## src/rtl/dtt_pkg.sv

```systemverilog
package dtt_pkg;

  localparam int NUM_SLOTS = 16;
  localparam int SLOT_W    = $clog2(NUM_SLOTS);

  localparam int REQ_W  = 3;
  localparam int ID_W   = 4;
  localparam int SEC_W  = 31;
  localparam int USEC_W = 20;
  localparam int KIND_W = 3;
  localparam int DL_W   = SEC_W + USEC_W;

  localparam logic [USEC_W-1:0] USEC_PER_SEC = USEC_W'(1000000);
  localparam logic [USEC_W-1:0] USEC_MAX     = USEC_W'(999999);
  localparam logic [SEC_W-1:0]  SEC_MAX      = SEC_W'(32'h7fffffff);

  // request codes
  localparam logic [REQ_W-1:0] REQ_ADD    = 3'd0;
  localparam logic [REQ_W-1:0] REQ_REMOVE = 3'd1;
  localparam logic [REQ_W-1:0] REQ_SET    = 3'd2;
  localparam logic [REQ_W-1:0] REQ_CHECK  = 3'd3;
  localparam logic [REQ_W-1:0] REQ_REMAIN = 3'd4;

  // response kinds
  localparam logic [KIND_W-1:0] KIND_ACK     = 3'd0;
  localparam logic [KIND_W-1:0] KIND_EXPIRED = 3'd1;
  localparam logic [KIND_W-1:0] KIND_WAIT    = 3'd2;
  localparam logic [KIND_W-1:0] KIND_NONE    = 3'd3;
  localparam logic [KIND_W-1:0] KIND_FULL    = 3'd4;

  function automatic logic [USEC_W-1:0] clamp_usec(input logic [USEC_W-1:0] v);
    return (v > USEC_MAX) ? USEC_MAX : v;
  endfunction

endpackage

```

## src/rtl/dtt_ram.sv

```systemverilog
module dtt_ram #(
  parameter int WIDTH = 8,
  parameter int DEPTH = 16
) (
  input  logic                     clk,
  input  logic                     we,
  input  logic [$clog2(DEPTH)-1:0] waddr,
  input  logic [WIDTH-1:0]         wdata,
  input  logic                     re,
  input  logic [$clog2(DEPTH)-1:0] raddr,
  output logic [WIDTH-1:0]         rdata
);

  logic [WIDTH-1:0] mem [DEPTH];

  always_ff @(posedge clk) begin
    if (we) begin
      mem[waddr] <= wdata;
    end
    if (re) begin
      rdata <= mem[raddr];
    end
  end

endmodule

```

## src/rtl/deadline_timer_table.sv

```systemverilog
// Channel   Direction  Handshake            Payload
// request   in         req_valid/req_stall  req_type timer_id now_sec now_usec
//                                           interval_sec interval_usec
// response  out        resp_valid/resp_stall resp_kind slot_id time_sec time_usec last
//
// One request at a time. Add, remove, set and unknown requests register their
// result in S_EXEC; remaining in S_FINAL after one deadline RAM read; check in
// S_FINAL after a scan reading the deadline RAM one slot per cycle while no expired
// report is held. The next request is accepted once the final result is registered.
// Reset (rst, synchronous) empties the table; the deadline RAM is not cleared,
// an entry is read only while its slot is armed and arming writes it.
// A stalled response holds the sequencer (the scan waits on an expired slot);
// the next request is accepted once the sequencer is back in idle, even while
// the last response still waits in the output register.
module deadline_timer_table
  import dtt_pkg::*;
(
  input  logic              clk,
  input  logic              rst,
  input  logic              req_valid,
  output logic              req_stall,
  input  logic [REQ_W-1:0]  req_type,
  input  logic [ID_W-1:0]   timer_id,
  input  logic [SEC_W-1:0]  now_sec,
  input  logic [USEC_W-1:0] now_usec,
  input  logic [SEC_W-1:0]  interval_sec,
  input  logic [USEC_W-1:0] interval_usec,
  output logic              resp_valid,
  input  logic              resp_stall,
  output logic [KIND_W-1:0] resp_kind,
  output logic [ID_W-1:0]   slot_id,
  output logic [SEC_W-1:0]  time_sec,
  output logic [USEC_W-1:0] time_usec,
  output logic              last
);

  typedef enum logic [3:0] {
    S_IDLE  = 4'b0001,  // waiting for a request
    S_EXEC  = 4'b0010,  // single-result requests; starts the RAM read otherwise
    S_SCAN  = 4'b0100,  // check: one slot per cycle unless an expired report is held
    S_FINAL = 4'b1000   // wait time / remaining time result
  } state_t;

  state_t state, state_next;

  // latched request
  logic [REQ_W-1:0]  op;
  logic [ID_W-1:0]   op_id;
  logic [SEC_W-1:0]  t_sec;
  logic [USEC_W-1:0] t_usec;
  logic [SEC_W-1:0]  ivl_sec;
  logic [USEC_W-1:0] ivl_usec;

  // slot flags (live in flops so reset can clear them)
  logic [NUM_SLOTS-1:0] slot_used, slot_armed;

  // scan state
  logic [SLOT_W-1:0] scan_idx, scan_idx_next;
  logic              any, any_next;
  logic [SEC_W-1:0]  min_sec, min_sec_next;
  logic [USEC_W-1:0] min_usec, min_usec_next;

  // deadline RAM
  logic              ram_we, ram_re;
  logic [SLOT_W-1:0] ram_raddr;
  logic [DL_W-1:0]   ram_wdata, ram_rdata;
  logic [SEC_W-1:0]  rd_sec;
  logic [USEC_W-1:0] rd_usec;

  logic req_accept;
  logic out_free;
  logic push;
  logic [KIND_W-1:0] p_kind;
  logic [ID_W-1:0]   p_slot;
  logic [SEC_W-1:0]  p_sec;
  logic [USEC_W-1:0] p_usec;
  logic              p_last;

  logic [SLOT_W-1:0] idx;
  logic              id_ok;
  logic              do_update;

  // lowest free slot
  logic [SLOT_W-1:0] free_idx;
  logic              free_found;

  // set: now + interval
  logic [USEC_W:0]   usum;
  logic              ucarry;
  logic [USEC_W-1:0] set_usec;
  logic [SEC_W:0]    ssum;
  logic [SEC_W-1:0]  set_sec;

  // scan evaluation
  logic scan_ok, scan_exp, scan_hold, scan_less;

  // shared deadline-minus-now unit
  logic              fin_check, fin_have, fin_passed, fin_borrow;
  logic [SEC_W-1:0]  dl_sec, diff_sec;
  logic [USEC_W-1:0] dl_usec, diff_usec;

  assign req_stall  = (state != S_IDLE);
  assign req_accept = req_valid && !req_stall;
  assign out_free   = !resp_valid || !resp_stall;

  assign idx   = SLOT_W'(op_id);
  assign id_ok = (32'(op_id) < 32'(NUM_SLOTS));

  assign rd_sec  = ram_rdata[DL_W-1:USEC_W];
  assign rd_usec = ram_rdata[USEC_W-1:0];

  always_comb begin
    free_idx   = '0;
    free_found = 1'b0;
    for (int i = NUM_SLOTS - 1; i >= 0; i--) begin
      if (!slot_used[i]) begin
        free_idx   = SLOT_W'(i);
        free_found = 1'b1;
      end
    end
  end

  // microseconds carry into seconds, seconds saturate
  assign usum     = {1'b0, t_usec} + {1'b0, ivl_usec};
  assign ucarry   = (usum >= {1'b0, USEC_PER_SEC});
  assign set_usec = ucarry ? USEC_W'(usum - {1'b0, USEC_PER_SEC}) : usum[USEC_W-1:0];
  assign ssum     = {1'b0, t_sec} + {1'b0, ivl_sec} + (SEC_W + 1)'(ucarry);
  assign set_sec  = ssum[SEC_W] ? SEC_MAX : ssum[SEC_W-1:0];
  assign ram_wdata = {set_sec, set_usec};

  // scan: RAM data belongs to scan_idx
  assign scan_ok   = slot_used[scan_idx] && slot_armed[scan_idx];
  assign scan_exp  = scan_ok && ({rd_sec, rd_usec} <= {t_sec, t_usec});
  assign scan_less = {rd_sec, rd_usec} < {min_sec, min_usec};
  assign scan_hold = scan_exp && !out_free;

  // final result: earliest deadline for check, addressed slot for remaining
  assign fin_check  = (op == REQ_CHECK);
  assign fin_have   = fin_check ? any : (id_ok && slot_used[idx] && slot_armed[idx]);
  assign dl_sec     = fin_check ? min_sec  : rd_sec;
  assign dl_usec    = fin_check ? min_usec : rd_usec;
  assign fin_passed = ({dl_sec, dl_usec} <= {t_sec, t_usec});
  assign fin_borrow = (dl_usec < t_usec);
  assign diff_usec  = fin_borrow
                    ? USEC_W'({1'b0, dl_usec} + {1'b0, USEC_PER_SEC} - {1'b0, t_usec})
                    : dl_usec - t_usec;
  assign diff_sec   = dl_sec - t_sec - SEC_W'(fin_borrow);

  always_comb begin
    state_next    = state;
    scan_idx_next = scan_idx;
    any_next      = any;
    min_sec_next  = min_sec;
    min_usec_next = min_usec;
    ram_we        = 1'b0;
    ram_re        = 1'b0;
    ram_raddr     = idx;
    push          = 1'b0;
    p_kind        = KIND_ACK;
    p_slot        = op_id;
    p_sec         = '0;
    p_usec        = '0;
    p_last        = 1'b1;
    do_update     = 1'b0;

    unique case (state)
      S_IDLE: begin
        if (req_accept) begin
          state_next = S_EXEC;
        end
      end
      S_EXEC: begin
        case (op)
          REQ_CHECK: begin
            ram_re        = 1'b1;
            ram_raddr     = '0;
            scan_idx_next = '0;
            any_next      = 1'b0;
            state_next    = S_SCAN;
          end
          REQ_REMAIN: begin
            ram_re     = 1'b1;
            state_next = S_FINAL;
          end
          default: begin
            if (out_free) begin
              push       = 1'b1;
              do_update  = 1'b1;
              state_next = S_IDLE;
              if (op == REQ_ADD) begin
                p_kind = free_found ? KIND_ACK : KIND_FULL;
                p_slot = free_found ? ID_W'(free_idx) : '0;
              end else if (op == REQ_SET) begin
                ram_we = id_ok && slot_used[idx];
              end else if (op != REQ_REMOVE) begin
                p_slot = '0;  // unknown request type
              end
            end
          end
        endcase
      end
      S_SCAN: begin
        if (!scan_hold) begin
          push   = scan_exp;
          p_kind = KIND_EXPIRED;
          p_slot = ID_W'(scan_idx);
          p_last = 1'b0;
          if (scan_ok && (!any || scan_less)) begin
            any_next      = 1'b1;
            min_sec_next  = rd_sec;
            min_usec_next = rd_usec;
          end
          if (scan_idx == SLOT_W'(NUM_SLOTS - 1)) begin
            state_next = S_FINAL;
          end else begin
            ram_re        = 1'b1;
            ram_raddr     = scan_idx + 1'b1;
            scan_idx_next = scan_idx + 1'b1;
          end
        end
      end
      S_FINAL: begin
        if (out_free) begin
          push       = 1'b1;
          state_next = S_IDLE;
          p_kind     = fin_have ? KIND_WAIT : KIND_NONE;
          p_slot     = fin_check ? '0 : op_id;
          if (fin_have && !fin_passed) begin
            p_sec  = diff_sec;
            p_usec = diff_usec;
          end
        end
      end
      default: state_next = S_IDLE;
    endcase
  end

  always_ff @(posedge clk) begin
    if (rst) begin
      state      <= S_IDLE;
      slot_used  <= '0;
      slot_armed <= '0;
      resp_valid <= 1'b0;
      scan_idx   <= '0;
      any        <= 1'b0;
    end else begin
      state    <= state_next;
      scan_idx <= scan_idx_next;
      any      <= any_next;
      if (push) begin
        resp_valid <= 1'b1;
      end else if (!resp_stall) begin
        resp_valid <= 1'b0;
      end
      if (do_update) begin
        if (op == REQ_ADD && free_found) begin
          slot_used[free_idx]  <= 1'b1;
          slot_armed[free_idx] <= 1'b0;
        end else if (op == REQ_REMOVE && id_ok) begin
          slot_used[idx]  <= 1'b0;
          slot_armed[idx] <= 1'b0;
        end else if (op == REQ_SET && id_ok && slot_used[idx]) begin
          slot_armed[idx] <= 1'b1;
        end
      end
    end
  end

  // payload registers
  always_ff @(posedge clk) begin
    if (req_accept) begin
      op       <= req_type;
      op_id    <= timer_id;
      t_sec    <= now_sec;
      t_usec   <= clamp_usec(now_usec);
      ivl_sec  <= interval_sec;
      ivl_usec <= clamp_usec(interval_usec);
    end
    min_sec  <= min_sec_next;
    min_usec <= min_usec_next;
    if (push) begin
      resp_kind <= p_kind;
      slot_id   <= p_slot;
      time_sec  <= p_sec;
      time_usec <= p_usec;
      last      <= p_last;
    end
  end

  dtt_ram #(
    .WIDTH(DL_W),
    .DEPTH(NUM_SLOTS)
  ) u_deadline_ram (
    .clk  (clk),
    .we   (ram_we),
    .waddr(idx),
    .wdata(ram_wdata),
    .re   (ram_re),
    .raddr(ram_raddr),
    .rdata(ram_rdata)
  );

  a_armed_used: assert property (@(posedge clk) disable iff (rst)
    (slot_armed & ~slot_used) == '0)
    else $error("armed slot not in use");

  a_accept_exec: assert property (@(posedge clk) disable iff (rst)
    req_accept |=> (state == S_EXEC))
    else $error("accepted request not executed");

  a_scan_hold: assert property (@(posedge clk) disable iff (rst)
    (state == S_SCAN) && scan_hold |=> (state == S_SCAN) && $stable(scan_idx))
    else $error("scan advanced while expired report blocked");

  a_expired_not_last: assert property (@(posedge clk) disable iff (rst)
    resp_valid && (resp_kind == KIND_EXPIRED) |-> !last)
    else $error("expired report marked last");

endmodule
```

## config.mk

```make
export PLATFORM = sky130hd
export DESIGN_NAME = deadline_timer_table
export DESIGN_NICKNAME = d
export VERILOG_FILES = /design/src/rtl/dtt_pkg.sv /design/src/rtl/dtt_ram.sv /design/src/rtl/deadline_timer_table.sv
export SDC_FILE = /design/constraint.sdc
export NUM_CORES = 2
export LEC_CHECK = 0
export ABC_CLOCK_PERIOD_IN_PS = 21300
export BUFFER_PORTS_ARGS = -buffer_cell sky130_fd_sc_hd__buf_2
export CAP_MARGIN = 10
export CORE_MARGIN = 3
export CORE_UTILIZATION = 29
export DETAILED_ROUTE_END_ITERATION = 16
export PLACE_DENSITY = 0.53
export SLEW_MARGIN = 30
export SYNTH_ARGS = -nofsm -noshare
export SYNTH_HDL_FRONTEND = slang
export SYNTH_SLANG_ARGS = --single-unit
```

## constraint.sdc

```tcl
create_clock -name clk -period 21.3 [get_ports clk]
set_clock_uncertainty 0.05 [all_clocks]
set_input_delay 4.26 -clock clk [delete_from_list [all_inputs] [get_ports clk]]
set_output_delay 4.26 -clock clk [all_outputs]
set_load 0.05 [all_outputs]
```

==> metrics <==
status=finished, final reports clean; Final Cycle Share=0.383; DIE AREA=0.193 mm^2; Sink Count=1128; sequential area share after synthesis=0.615; cell family with most CP delay=compound AO/OA/AOI/OAI gates; P per Cell Area=88.8 mW/mm^2; vias after detailed routing=36500; required time worst endpoint=21.55 ns; crit path buf inv count=2; worst setup path end=u_deadline_ram.mem[8][24]$_DFFE_PP_; CP Capture Type=flop; row cnt=158; crit path max fanout=29; peak supply drop=0.0781 mV; first-pass GRT wire length=236000 um; share of cells above drive strength 1=0.124; top_reg_cell synth=edfxtp_1; maximum clock frequency=0.123 GHz; vias per std cell=4.93; GR Overflow Total=0; DRC Markers=0; Top Ports=174; drt first pass iters=6; GR met2 Demand/Resource=0.275; #FFs+latches synth=1128; Worst Reg-to-Reg Cells=24; placed cells=7187; WL final=161000 um; Final Net Count=5242; CTS tree=built; WS Path Type=flop to flop; sum of negative setup slack=0 ns; CTS clk-pin slew, worst paths=0.06 ns; Top Usage Layer GRT=met2; area grow syn2layout=14.1%; leak pwr=22.6 nW; Post-DP Area=0.0582 mm^2; CP peak stage delay=0.64 ns; post-synthesis cell count=4676; ANT nets after route=0; final-report setup violation count=0; met3 Use GR=0.0192; Yosys warnings=0; grt met1 use=0.216; Startpoint Class=flop; commonest non-fill, non-tap cell in the layout=edfxtp_1; flop2flop setup slack=13.15 ns; Worst Max-Slew Pin Slew=1.07 ns; deepest clock path buffer count=3; most frequent cells in the layout=edfxtp_1 (1086), nand2_1 (693), nor2_1 (651); min Tclk post-route=8.15 ns; crit path launch=t_usec[0]$_SDFFCE_PN1P_; wire length per cell=21.7 um; Cell Area, Synth=0.0544 mm^2; Final Hold Vio Count=0; GP Congestion=0.855; clk root buf=clkbuf_16; clock latency at the later pin of the worst-skew pair=0.73 ns; Finished Cell Area=0.0621 mm^2; vias in the first global route=35300; HPWL Detailed=103000 um; Netlist cell types=82; FF-to-FF End=u_deadline_ram.mem[8][24]$_DFFE_PP_; min-delay src=any$_SDFFE_PP0P_; post-route insts no fill=7398; Buffers on Ports=173; DIE HEIGHT=439 um; Hold Path Class=flop to flop; Post-synth EDFFs=1086; Max Cap Violations=0; Post-CTS Hold Fix Bufs=0; ys async rst share=0; post_cts resized=0; CTS Buf Count=110; worst path cell trace=ha_1 -> inv_1 -> fa_1 -> nor2b_1 -> o21bai_1 -> a2111oi_0 -> nor3_1 -> xnor2_1 -> nor4b_1 -> a32oi_1 -> a31o_2 -> fa_1 -> a21o_1 -> a21oi_1 -> o21ai_0 -> a21oi_1 -> nor3_1 -> o41a_1 -> o21ai_1 -> o2bb2ai_1 -> nor2_1 -> o41ai_2 -> buf_4 -> nand2_1; RSZ-0062 raised after global routing=no; H-Tree Depth=3; mean post-synth cell area=11.6 um^2; Die W=439 um; Worst path depth=24; Post-Syn Nets=5092; Iter 0 DRT Violations=3209; total power=5.51 mW; WP data arrival=8.40 ns; maximum number of pins on one net before global-route repair=96; R2R Path Start=t_usec[0]$_SDFFCE_PN1P_; CORE AREA=0.186 mm^2; antenna violations before repair=7; initial core utilization=0.292; CP max stage cell=a21oi_1; GR Util All Layers=0.163; Post CTS Setup Buffer Count=0; Slew headroom=0.289; final-report max-slew violation count=0
-- worst reg2reg max path, cell delays in order, from the launching register on --
cell and delay, ns:
edfxtp_1 0.46, ha_1 0.24, inv_1 0.06, fa_1 0.40, nor2b_1 0.18, o21bai_1 0.14
a2111oi_0 0.57, nor3_1 0.13, xnor2_1 0.23, nor4b_1 0.51, a32oi_1 0.23, a31o_2 0.41
fa_1 0.46, a21o_1 0.20, a21oi_1 0.26, o21ai_0 0.26, a21oi_1 0.64, nor3_1 0.14
o41a_1 0.51, o21ai_1 0.19, o2bb2ai_1 0.17, nor2_1 0.13, o41ai_2 0.20, buf_4 0.47
nand2_1 0.50
-- cell families after synthesis --
logic type | synth area share
AND/OR/NAND/NOR | 0.170
flip-flops | 0.615
AO/OA/AOI/OAI | 0.0847
buffers and inverters | 0.0355
adder cells (fa/ha/maj) | 0.0722
XOR/XNOR | 0.0163
multiplexers | 0.00649
-- per-layer routing --
metal / vias up / wire [um]
li1: 17200 / -
met1: 18000 / 69300
met2: 1039 / 77300
met3: 233 / 8400
met4: 4 / 5560
met5: - / 23
-- layout make-up --
type | instances | area, um^2
timing repair buffer | 248 | 1560
tap | 2480 | 3100
fill | 18400 | 124000
clock inverter | 68 | 726
clock buffer | 135 | 2900
sequential | 1128 | 33500
inverter | 242 | 908
antenna | 1 | 2.50
multi-input combinational | 3096 | 19400
-- worst min-delay path by stage --
stage                            endpoint  slack (ns)  cells after the start
floorplan           min_usec[0]$_DFFE_PP_        0.38                      0
global placement         any$_SDFFE_PP0P_        0.45                      2
detailed placement       any$_SDFFE_PP0P_        0.46                      2
CTS                      any$_SDFFE_PP0P_        0.47                      2
global route             any$_SDFFE_PP0P_        0.50                      2
finish                   any$_SDFFE_PP0P_        0.47                      2
-- synthesized netlist by cell type (all sizes together), types with 17 or more instances --
| library cell | number | share of area |
|---|---|---|
| edfxtp | 1086 | 0.60 |
| nand2 | 696 | 0.048 |
| nor2 | 668 | 0.046 |
| ha | 285 | 0.066 |
| nand4 | 248 | 0.029 |
| inv | 242 | 0.017 |
| o21ai | 165 | 0.015 |
| a21oi | 161 | 0.015 |
| nand3 | 149 | 0.014 |
| buf | 107 | 0.012 |
| clkbuf | 103 | 0.0071 |
| a21o | 96 | 0.013 |
| nor3 | 90 | 0.013 |
| o22ai | 54 | 0.012 |
| xnor2 | 54 | 0.0087 |
| xor2 | 47 | 0.0076 |
| dfxtp | 42 | 0.015 |
| nand2b | 38 | 0.0044 |
| and2 | 29 | 0.0033 |
| nor2b | 24 | 0.0028 |
| a31oi | 23 | 0.0028 |
| o211ai | 20 | 0.0032 |
| fa | 18 | 0.0066 |
| a211oi | 17 | 0.0027 |
| a311oi | 17 | 0.0027 |
| and3 | 17 | 0.0020 |
-- flip-flops by register name, summed over array words and instances, names as in the netlist, 3 cells and up, named ones only --
| register | cells |
|---|---|
| t_usec | 20 |
| u_deadline_ram.rdata | 51 |
| time_sec | 31 |
| resp_kind | 3 |
| time_usec | 20 |
| slot_used | 16 |
| u_deadline_ram.mem | 816 |
| slot_id | 4 |
| scan_idx | 4 |
| min_usec | 20 |
| min_sec | 31 |
| ivl_sec | 31 |
| op | 3 |
| t_sec | 31 |
| idx | 4 |
| state | 4 |
| ivl_usec | 20 |
-- stage by stage --
step | setup WS (ns) | utilization | hold WS (ns)
floorplan | 11.76 | - | 0.376
global placement | 12.35 | 0.313 | 0.446
detailed placement | 12.26 | 0.313 | 0.464
CTS | 13.02 | 0.332 | 0.474
global route | 12.64 | 0.334 | 0.498
finish | 13.15 | 0.334 | 0.466
-- where the power goes --
part | internal (mW) | switching [mW] | leakage (nW)
sequential | 2.63 | 0.0352 | 10.2
combinational | 0.257 | 0.602 | 10.6
clock | 1.13 | 0.863 | 1.74
total | 4.01 | 1.50 | 22.6
No activity file was read; power rests on OpenSTA's default activity.
